### src/design/kvt_pkg.sv
// Package for the key-value table: sizes, opcodes and the store port types.
package kvt_pkg;

  localparam int CAPACITY   = 16;
  localparam int KEY_BITS   = 32;
  localparam int VALUE_BITS = 32;

  // Fixed widths of the request and result fields.
  localparam int OP_W    = 2;
  localparam int KEY_W   = 32;
  localparam int VAL_W   = 32;
  localparam int COUNT_W = 5;

  localparam int IDX_W = (CAPACITY > 1) ? $clog2(CAPACITY) : 1;
  localparam int CNT_W = $clog2(CAPACITY + 1);

  localparam logic [OP_W-1:0] OP_SEARCH = 2'd0;
  localparam logic [OP_W-1:0] OP_ADD    = 2'd1;
  localparam logic [OP_W-1:0] OP_REMOVE = 2'd2;

  typedef logic [KEY_BITS-1:0]   key_t;
  typedef logic [VALUE_BITS-1:0] val_t;
  typedef logic [IDX_W-1:0]      idx_t;
  typedef logic [CNT_W-1:0]      cnt_t;

  typedef struct packed {
    logic en;
    idx_t addr;
    logic wr_key;
    key_t key;
    val_t val;
  } store_wr_t;

  typedef struct packed {
    key_t key;
    val_t val;
  } store_rd_t;

endpackage

### src/design/kvt_if.sv
// Handshake interfaces for the request and result channels.
interface kvt_req_if;
  logic                       valid;
  logic                       ready;
  logic [kvt_pkg::OP_W-1:0]   opcode;
  logic signed [kvt_pkg::KEY_W-1:0] key;
  logic signed [kvt_pkg::VAL_W-1:0] value;

  modport source (output valid, output opcode, output key, output value, input ready);
  modport sink   (input valid, input opcode, input key, input value, output ready);
endinterface

interface kvt_rsp_if;
  logic                          valid;
  logic                          ready;
  logic                          found;
  logic signed [kvt_pkg::VAL_W-1:0] old_value;
  logic                          status;
  logic [kvt_pkg::COUNT_W-1:0]   entry_count;
  logic                          is_empty;

  modport source (output valid, output found, output old_value, output status,
                  output entry_count, output is_empty, input ready);
  modport sink   (input valid, input found, input old_value, input status,
                  input entry_count, input is_empty, output ready);
endinterface

### src/design/kvt_store.sv
// Key and value memory: one write port, one registered read port.
module kvt_store (
  input  logic               clk,
  input  kvt_pkg::store_wr_t wr,
  input  kvt_pkg::idx_t      raddr,
  output kvt_pkg::store_rd_t rdata
);

  kvt_pkg::key_t key_mem [kvt_pkg::CAPACITY];
  kvt_pkg::val_t val_mem [kvt_pkg::CAPACITY];

  always_ff @(posedge clk) begin
    if (wr.en) begin
      val_mem[wr.addr] <= wr.val;
      if (wr.wr_key) begin
        key_mem[wr.addr] <= wr.key;
      end
    end
  end

  always_ff @(posedge clk) begin
    rdata.key <= key_mem[raddr];
    rdata.val <= val_mem[raddr];
  end

endmodule

### src/design/kvt_seq.sv
// Sequencer: walks the slots through one key comparator, then applies the update.
module kvt_seq (
  input  logic               clk,
  input  logic               rst,
  kvt_req_if.sink            req,
  kvt_rsp_if.source          rsp,
  output kvt_pkg::store_wr_t wr,
  output kvt_pkg::idx_t      raddr,
  input  kvt_pkg::store_rd_t rdata
);

  typedef enum logic [1:0] {IDLE, SCAN, APPLY} state_t;

  localparam kvt_pkg::idx_t LAST = kvt_pkg::IDX_W'(kvt_pkg::CAPACITY - 1);

  state_t                    state;
  logic [kvt_pkg::OP_W-1:0]  op_q;
  kvt_pkg::key_t             key_q;
  kvt_pkg::val_t             val_q;
  kvt_pkg::idx_t             rd_idx;
  logic                      issuing;
  kvt_pkg::idx_t             cmp_idx;
  logic                      cmp_vld;
  logic                      hit;
  kvt_pkg::idx_t             hit_idx;
  kvt_pkg::val_t             old_q;
  logic                      free_found;
  kvt_pkg::idx_t             free_idx;
  logic [kvt_pkg::CAPACITY-1:0] valid;
  kvt_pkg::cnt_t             count;
  kvt_pkg::cnt_t             count_next;
  logic [kvt_pkg::CAPACITY-1:0] valid_next;
  logic                      status_next;
  logic                      key_match;
  logic                      commit;

  assign req.ready = (state == IDLE);
  assign raddr     = rd_idx;
  assign key_match = valid[cmp_idx] && (rdata.key == key_q);
  assign commit    = (state == APPLY) && (!rsp.valid || rsp.ready);

  // Update decided from the scan result.
  always_comb begin
    count_next  = count;
    valid_next  = valid;
    status_next = 1'b0;
    wr          = '0;
    wr.key      = key_q;
    wr.val      = val_q;
    wr.addr     = hit ? hit_idx : free_idx;
    case (op_q)
      kvt_pkg::OP_ADD: begin
        if (hit) begin
          wr.en = commit;
        end else if (free_found) begin
          wr.en                = commit;
          wr.wr_key            = 1'b1;
          valid_next[free_idx] = 1'b1;
          count_next           = count + kvt_pkg::CNT_W'(1);
        end else begin
          status_next = 1'b1;
        end
      end
      kvt_pkg::OP_REMOVE: begin
        if (hit) begin
          valid_next[hit_idx] = 1'b0;
          if (count != '0) begin
            count_next = count - kvt_pkg::CNT_W'(1);
          end
        end
      end
      default: ;
    endcase
  end

  always_ff @(posedge clk) begin
    if (rst) begin
      state     <= IDLE;
      valid     <= '0;
      count     <= '0;
      rsp.valid <= 1'b0;
      issuing   <= 1'b0;
      cmp_vld   <= 1'b0;
    end else begin
      if (rsp.valid && rsp.ready && !commit) begin
        rsp.valid <= 1'b0;
      end
      case (state)
        IDLE: begin
          if (req.valid) begin
            op_q       <= req.opcode;
            key_q      <= kvt_pkg::KEY_BITS'($unsigned(req.key));
            val_q      <= kvt_pkg::VALUE_BITS'($unsigned(req.value));
            rd_idx     <= '0;
            issuing    <= 1'b1;
            cmp_vld    <= 1'b0;
            hit        <= 1'b0;
            free_found <= 1'b0;
            state      <= SCAN;
          end
        end
        SCAN: begin
          // Issue the next address while comparing the entry read last cycle.
          cmp_idx <= rd_idx;
          if (rd_idx != LAST) begin
            rd_idx <= rd_idx + kvt_pkg::IDX_W'(1);
          end
          if (cmp_vld && (key_match || cmp_idx == LAST)) begin
            issuing <= 1'b0;
            cmp_vld <= 1'b0;
            state   <= APPLY;
          end else begin
            cmp_vld <= issuing;
            if (rd_idx == LAST) begin
              issuing <= 1'b0;
            end
          end
          if (cmp_vld) begin
            if (key_match) begin
              hit     <= 1'b1;
              hit_idx <= cmp_idx;
              old_q   <= rdata.val;
            end else if (!valid[cmp_idx] && !free_found) begin
              free_found <= 1'b1;
              free_idx   <= cmp_idx;
            end
          end
        end
        APPLY: begin
          // Hold until the result register is free.
          if (commit) begin
            valid           <= valid_next;
            count           <= count_next;
            rsp.valid       <= 1'b1;
            rsp.found       <= hit;
            rsp.old_value   <= hit ? kvt_pkg::VAL_W'(old_q) : '0;
            rsp.status      <= status_next;
            rsp.entry_count <= kvt_pkg::COUNT_W'(count_next);
            rsp.is_empty    <= (count_next == '0);
            state           <= IDLE;
          end
        end
        default: state <= IDLE;
      endcase
    end
  end

endmodule

### src/design/key_value_table_top.sv
// Top level of the key-value table: sequencer plus key/value memory.
//
//   channel  dir  handshake      payload
//   req      in   valid/ready    opcode[1:0], key[31:0], value[31:0]
//   rsp      out  valid/ready    found, old_value[31:0], status, entry_count[4:0], is_empty
//
// From accept to result, a single comparator checks one slot a cycle through
// the memory's registered read port, stopping at the first matching key, then
// the APPLY state applies the update. req.ready is high only while no request
// is in work; a result waits in the output register while the next request is
// taken, and a finished request holds until that register is free. Reset
// clears all valid bits and the count; the key and value memory is not cleared.
module key_value_table_top (
  input  logic      clk,
  input  logic      rst,
  kvt_req_if.sink   req,
  kvt_rsp_if.source rsp
);

  kvt_pkg::store_wr_t wr;
  kvt_pkg::idx_t      raddr;
  kvt_pkg::store_rd_t rdata;

  kvt_seq u_seq (
    .clk   (clk),
    .rst   (rst),
    .req   (req),
    .rsp   (rsp),
    .wr    (wr),
    .raddr (raddr),
    .rdata (rdata)
  );

  kvt_store u_store (
    .clk   (clk),
    .wr    (wr),
    .raddr (raddr),
    .rdata (rdata)
  );

  a_busy_after_accept: assert property (@(posedge clk) disable iff (rst)
    (req.valid && req.ready) |=> !req.ready)
    else $error("ready stayed high after a request was accepted");

  a_empty_matches_count: assert property (@(posedge clk) disable iff (rst)
    rsp.valid |-> (rsp.is_empty == (rsp.entry_count == '0)))
    else $error("empty flag disagrees with entry count");

  a_full_status: assert property (@(posedge clk) disable iff (rst)
    (rsp.valid && rsp.status) |->
      (!rsp.found && rsp.entry_count == kvt_pkg::COUNT_W'(kvt_pkg::CAPACITY)))
    else $error("full status with a hit or a table that is not full");

  a_absent_zero: assert property (@(posedge clk) disable iff (rst)
    (rsp.valid && !rsp.found) |-> (rsp.old_value == '0))
    else $error("old value nonzero for an absent key");

endmodule
### src/flat_wrapper.sv
// flat-port wrapper written by rule: the top's interface ports become plain ports
module key_value_table_top_flat 
  (clk, rst, req_valid, req_opcode, req_key, req_value, req_ready, rsp_valid, rsp_found, rsp_old_value, rsp_status, rsp_entry_count, rsp_is_empty, rsp_ready);
  kvt_req_if req_i ();
  kvt_rsp_if rsp_i ();
  input  logic clk;
  input  logic rst;
  input wire logic [$bits(req_i.valid)-1:0] req_valid;
  input wire logic [$bits(req_i.opcode)-1:0] req_opcode;
  input wire logic [$bits(req_i.key)-1:0] req_key;
  input wire logic [$bits(req_i.value)-1:0] req_value;
  output wire logic [$bits(req_i.ready)-1:0] req_ready;
  output wire logic [$bits(rsp_i.valid)-1:0] rsp_valid;
  output wire logic [$bits(rsp_i.found)-1:0] rsp_found;
  output wire logic [$bits(rsp_i.old_value)-1:0] rsp_old_value;
  output wire logic [$bits(rsp_i.status)-1:0] rsp_status;
  output wire logic [$bits(rsp_i.entry_count)-1:0] rsp_entry_count;
  output wire logic [$bits(rsp_i.is_empty)-1:0] rsp_is_empty;
  input wire logic [$bits(rsp_i.ready)-1:0] rsp_ready;
  assign req_i.valid = req_valid;
  assign req_i.opcode = req_opcode;
  assign req_i.key = req_key;
  assign req_i.value = req_value;
  assign req_ready = req_i.ready;
  assign rsp_valid = rsp_i.valid;
  assign rsp_found = rsp_i.found;
  assign rsp_old_value = rsp_i.old_value;
  assign rsp_status = rsp_i.status;
  assign rsp_entry_count = rsp_i.entry_count;
  assign rsp_is_empty = rsp_i.is_empty;
  assign rsp_i.ready = rsp_ready;
  key_value_table_top u_core (.clk(clk), .rst(rst), .req(req_i), .rsp(rsp_i));
endmodule
### config.mk
export PLATFORM = sky130hd
export DESIGN_NAME = key_value_table_top_flat
export DESIGN_NICKNAME = d
export VERILOG_FILES = /design/src/design/kvt_pkg.sv /design/src/design/kvt_if.sv /design/src/design/kvt_store.sv /design/src/design/kvt_seq.sv /design/src/design/key_value_table_top.sv /design/src/flat_wrapper.sv
export SDC_FILE = /design/constraint.sdc
export NUM_CORES = 1
export LEC_CHECK = 0
export BUFFER_PORTS_ARGS = -buffer_cell sky130_fd_sc_hd__buf_4
export CAP_MARGIN = 20
export CORE_MARGIN = 8
export CORE_UTILIZATION = 25
export CTS_BUF_LIST = sky130_fd_sc_hd__clkbuf_8
export DETAILED_ROUTE_END_ITERATION = 7
export GPL_TIMING_DRIVEN = 0
export PLACE_DENSITY = 0.43
export SYNTH_ARGS = -nofsm -noshare
export SYNTH_HDL_FRONTEND = slang
export SYNTH_SLANG_ARGS = --single-unit
export TNS_END_PERCENT = 10
### constraint.sdc
create_clock -name clk -period 7.1 [get_ports clk]
set_input_delay 0.71 -clock clk [delete_from_list [all_inputs] [get_ports clk]]
set_output_delay 0.71 -clock clk [all_outputs]
set_load 0.01 [all_outputs]
**Word level (Yosys, flattened, before mapping)**

Memories as Yosys holds them, arrays and structs flattened. A register that Yosys moved wholly into a read port is not among the register bits.
Cells that the tools add are included.

- Register bits: 182
- Bits in latches: 0
- Bits in writable memories: 1024
- Bits in read-only memories: 0
- Input bits: 70
- Word-level logic and storage cells: 142
- Memories: 2

Memory list:

| name | depth | width | rd ports | clocked after Yosys merged registers in | write ports | RTL line | source |
|---|---|---|---|---|---|---|---|
| u_core.u_store.key_mem | 16 | 32 | 1 | 1 | 1 | kvt_store.sv:9 | `kvt_pkg::key_t key_mem [kvt_pkg::CAPACITY];` |
| u_core.u_store.val_mem | 16 | 32 | 1 | 1 | 1 | kvt_store.sv:10 | `kvt_pkg::val_t val_mem [kvt_pkg::CAPACITY];` |

- Add/sub/neg operators: 3
- Multipliers: 0
- Div/mod/pow operators: 0
- Order comparisons: 5
- Equal/unequal tests: 20
- Shift-type cells: 0
- Muxes and demuxes: 52
- Bitwise gates (word level): 6
- Reductions and logical operators: 33

Operators by type and width:

| kind | number |
|---|---|
| two-way mux 16 bit | 3 |
| == test 32 bit | 1 |
| one-hot mux 16 bit (2 select lines) | 1 |
| two-way mux 1 bit | 28 |
| inequality test 2 bit (second input constant) | 11 |
| two-way mux 5 bit | 4 |
| AND 16 bit | 1 |
| NOT 16 bit | 1 |
| bitwise OR 16 bit | 1 |
| < comparator 4 x 5 -> 1 bit (second input constant) | 3 |
| two-way mux 4 bit | 3 |
| AND reduction 3 bit | 4 |
| AND reduction 6 bit | 2 |
| one-hot mux 5 bit (2 select lines) | 1 |
| AND reduction 5 bit | 2 |
| demux 1 bit (select 4 bit) | 2 |
| == test 4 bit (second input constant) | 2 |
| greater-or-equal comparator 4 x 1 -> 1 bit (second input constant) | 2 |
| logical AND 1 bit | 8 |
| one-hot mux 1 bit (2 select lines) | 4 |
| one-hot mux 4 bit (2 select lines) | 1 |
| AND reduction 4 bit | 2 |
| two-way mux 2 bit | 3 |
| one-hot mux 2 bit (3 select lines) | 1 |
| 17 further kinds | 28 |

**Depth between registers and ports, before layout**

- Word-level depth: 8
- Mapped depth: 8
- Depth with buffers taken out: 7

**Hierarchy**

From an unflattened synthesis, not the netlist that was laid out.

- Cell total of the unflattened synthesis: 2161
- Area total of the unflattened synthesis: 46824.9 µm²

By module, submodules not included:

| module | times used | cells each | area an instance (µm²) | sequential area each (µm²) |
|---|---|---|---|---|
| kvt_store | 1 | 1671 | 39680.6 | 32030.7 |
| kvt_seq | 1 | 490 | 7144.4 | 5205.0 |

**Least setup slack after synthesis**

No wires, ideal clock.

- Path kind: register to register
- From: reg u_core.u_seq.hit
- To: mem u_core.u_store.key_mem[2][0] in the netlist's numbering (enable)
- Library setup time: 461 ps
- Data arrival time: 3545 ps
- Path slack: 3094 ps
- Stages on the path, launching flop included: 6
- Path buffers: 3
- Cell sequence: edfxtp_1 buf_2 buf_1 clkbuf_1 a21oi_1 nor3_1

- Longest elaborated chain between the ends: 5
- Elaborated cells on any way between the ends: 8
- Classes of those cells: mux (8)

RTL lines:

| item | RTL line | source |
|---|---|---|
| start: declaration | kvt_seq.sv:24 | `logic hit;` |
| start signal: assignment | kvt_seq.sv:97 | `hit <= 1'b0;` |
| start signal: assignment | kvt_seq.sv:120 | `hit <= 1'b1;` |
| two-way mux 1 bit | kvt_seq.sv:53 | `if (hit) begin` |
| two-way mux 1 bit | kvt_seq.sv:51 | `case (op_q)` |
| two-way mux 1 bit | kvt_store.sv:15 | `if (wr.wr_key) begin` |
| two-way mux 1 bit | kvt_store.sv:13 | `if (wr.en) begin` |
| two-way mux 1 bit (not written as such) | kvt_store.sv:16 | `key_mem[wr.addr] <= wr.key;` |
| end: declaration | kvt_store.sv:9 |  |

Parallel ways exist; a longest one is shown, timed or not.

**Worst setup path in the final report**

- From: reg u_core.u_seq.hit
- To: mem u_core.u_store.key_mem[12][16] in the netlist's numbering (enable)

The elaborated chain is that of the path after synthesis.

==> flow_metrics.py <==
metrics = {
    "status": {
        "status": "finished, final reports clean",
    },
    "layout": {
        "regArea_sq_um": 37200,
        "multi_input_area_sq_um": 9530,
        "design_area_sq_um": 56900,
        "layout-drive-gt1-share_pct": 32.1,
        "final_net_count": 2545,
        "fill_cells": 18000,
        "syn2layout_area_growth_pct": 21.1,
    },
    "setup_path": {
        "path_class": "reg -> reg",
        "start_kind": "flip-flop",
        "cp_num_buf_inv": 4,
        "timing.critical_path.cells": "buf_2 -> buf_1 -> clkbuf_1 -> a21oi_1 -> or2_2 -> nor2_4 -> buf_12",
        "crit_family": "buffers and inverters",
        "crit_fanout": 17,
        "crit_required_ns": 7.68,
        "cpMaxStageDelayCell": "clkbuf_1",
        "slowest_delay_ns": 0.86,
        "crit_path_end_kind": "flip-flop",
        "cp.arrival_ns": 4.96,
    },
    "detailed_routing": {
        "wirelength_mm": 126,
        "wire_per_inst_microns": 24.5,
        "drtIter0Drc": 1846,
        "num_vias": 22300,
        "avgViaCountPerCell": 4.32,
        "drtPass1Iterations": 5,
        "drtAntennaViolNets": 0,
        "remaining_drc_errors": 0,
    },
    "run": {
        "maxCapViolCount": 0,
    },
    "clock_network": {
        "htree_num_levels": 4,
        "cts_buffer_depth": 3,
        "cts_buffers": 212,
        "cts_tree": "built",
        "clock-sinks": 1270,
        "cts_setup_buffers": 0,
        "insertion_delay_ns": 0.92,
        "cts.clk_slew.worst_paths_ns": 0.06,
        "clock-root-buffer": "clkbuf_8",
    },
    "power": {
        "power_w": 0.0153,
        "ir_drop_mv": 0.145,
        "leakagePower_nw": 17.9,
        "p_per_area_nw_per_um2": 268,
    },
    "synthesis": {
        "syn_area_sq_um": 47000,
        "synth_nets": 2095,
        "synth-async-reset-ratio_pct": 0,
        "yosysUniqueCellTypes": 52,
        "synth-main-ff-cell": "edfxtp_1",
        "ys_seq_area_share_pct": 79.3,
        "synth_edf_count": 1180,
        "ys_seq_elements": 1270,
        "syn_inst": 2020,
        "synth-warning-count": 0,
        "synth_area_per_cell_sq_um": 23.2,
    },
    "floorplanning": {
        "die_h_microns": 449,
        "die_w_microns": 449,
        "coreArea_sq_um": 187000,
        "num_rows": 159,
        "dieArea_sq_um": 202000,
        "pin_count": 112,
        "start_util_pct": 25.1,
    },
    "sta": {
        "rsz0062_at_grt": "false",
        "slew_viol_final": 0,
        "setup_viol": 0,
        "tns_ns": 0,
        "finClkSkew_ns": 0.0453,
        "timing.fmax_mhz": 228,
        "slew_headroom_pct": 26.8,
        "fin_crit_sh_pct": 61.7,
        "hold_viol": 0,
        "tightestPinTransition_ns": 1.10,
        "min_period_ns": 4.38,
    },
    "place": {
        "gp_congestion": 0.750,
        "hpwl_mm": 80.6,
        "port_buffers": 110,
        "dpl_cell_area_sq_um": 52200,
    },
    "min_path": {
        "hp-class": "in -> reg",
    },
    "global_routing": {
        "grt.total_usage_pct": 12.2,
        "grt_max_degree": 45,
        "grt_first_pass_wirelength_mm": 179,
        "gr-total-overflow": 0,
        "antenna_found_initial": 6,
        "grt_pass1_vias": 24600,
    },
}
-- final timing paths --
| path | to | cells after the start | slack, ns | startpoint |
|---|---|---|---|---|
| max | u_core.u_store.key_mem[12][16] | 7 | 2.72 | u_core.u_seq.hit |
| min | u_core.u_seq.cmp_vld | 4 | 0.20 | req_valid |
| max reg2reg | u_core.u_store.key_mem[12][16] | 7 | 2.72 | u_core.u_seq.hit |
| min reg2reg | u_core.u_seq.old_q[11] | 0 | 0.38 | u_core.u_store.rdata[11] |
-- cell families after synthesis --
logic type / count (synthesis) / synth area share (%)
compound gates: 78 / 1.02
buf+inv: 104 / 0.917
fa+ha+maj: 5 / 0.133
simple gates: 200 / 2.29
mux: 328 / 15.7
xor+xnor: 35 / 0.653
flops: 1270 / 79.3
-- worst register-to-register path: cells and delay by family, from the launching register on --
family / cells / cell delay (ns)
AND/OR/NAND/NOR: 2 / 1.22
flip-flops: 1 / 0.44
buffers and inverters: 4 / 1.78
AO/OA/AOI/OAI: 1 / 0.57
-- state kept, by name, summed over array words and instances (netlist names), 2 cells and up --
register                      cells
u_core.u_seq.hit_idx              4
u_core.u_seq.val_q               32
u_core.u_seq.cmp_idx              4
u_core.u_seq.raddr                4
u_core.u_seq.key_q               32
u_core.u_seq.op_q                 2
u_core.u_store.key_mem          512
u_core.u_seq.old_q               32
u_core.u_seq.free_idx             4
u_core.u_seq.state                2
u_core.u_seq.rsp.entry_count      5
u_core.u_seq.rsp.old_value       32
u_core.u_store.val_mem          512
u_core.u_store.rdata             64
u_core.u_seq.valid               16
u_core.u_seq.count                5
-- cell type report --
class,count,area share (%)
diodes,4,0.0176
inverters,14,0.101
multi-input cells,646,16.8
clock inverters,172,1.65
well taps,2495,5.49
plain buffers,90,0.664
repair buffers,236,4.41
clock buffers,225,5.44
flip-flops and latches,1270,65.5
-- routing by layer --
metal | part of all wire, % | vias up | GRT usage, % | wire, microns
met4 | 2.1 | 0 | 3.24 | 2590
met2 | 52 | 626 | 21.8 | 65700
met5 | 0 | - | 0 | 0
li1 | - | 9477 | - | -
met3 | 4.0 | 223 | 2.13 | 5100
met1 | 42 | 11900 | 15.2 | 52800
-- repair_timing --
action / CTS / global route
endpoints found under the hold margin: 66 / 0
hold buffers: 66 / 0
setup endpoints to repair: 0 / 0
gates resized for setup: 0 / 0
-- report_power, final --
group	internal, W	switching (W)
sequential	0.00824	0.000104
clock	0.00311	0.00302
combinational	0.000376	0.000404
total	0.0117	0.00353
-- through the flow --
step	setup WS (ns)	util, %	hold WS [ns]	instances
final	2.72	30.4	0.204	5152
after floorplan	3.09	-	0.386	2020
after detailed placement	2.69	27.9	0.389	4684
after global placement	-2.05	27.2	0.386	4625
after CTS	2.64	30.4	0.0661	5147
after global routing	2.55	30.4	0.169	5151
-- cell usage after synthesis (8+ instances only) --
library cell	number	area, sq um
nand4_1	16	100
dfxtp_1	90	1800
o21ai_0	18	90.1
buf_2	29	145
nand2_1	26	97.6
mux4_2	321	7230
nor2b_1	9	56.3
nand3_1	14	70.1
edfxtp_1	1180	35400
nor3_1	16	80.1
and2_1	33	206
or2_2	8	50.1
nor2_1	48	180
inv_1	14	52.6
a21oi_1	26	130
clkbuf_1	57	214
xnor2_1	29	254
-- cells in the final DEF, fill, tap and decap left out, types with 37 or more instances in the layout --
cell / count
clkbuf_1: 57
dlygate4sd3_1: 66
mux4_2: 321
clkinv_1: 41
buf_4: 113
clkinv_2: 37
dfxtp_1: 90
clkbuf_8: 225
edfxtp_1: 1180
inv_1: 84
Note: power is estimated with default switching activity, not from simulation.
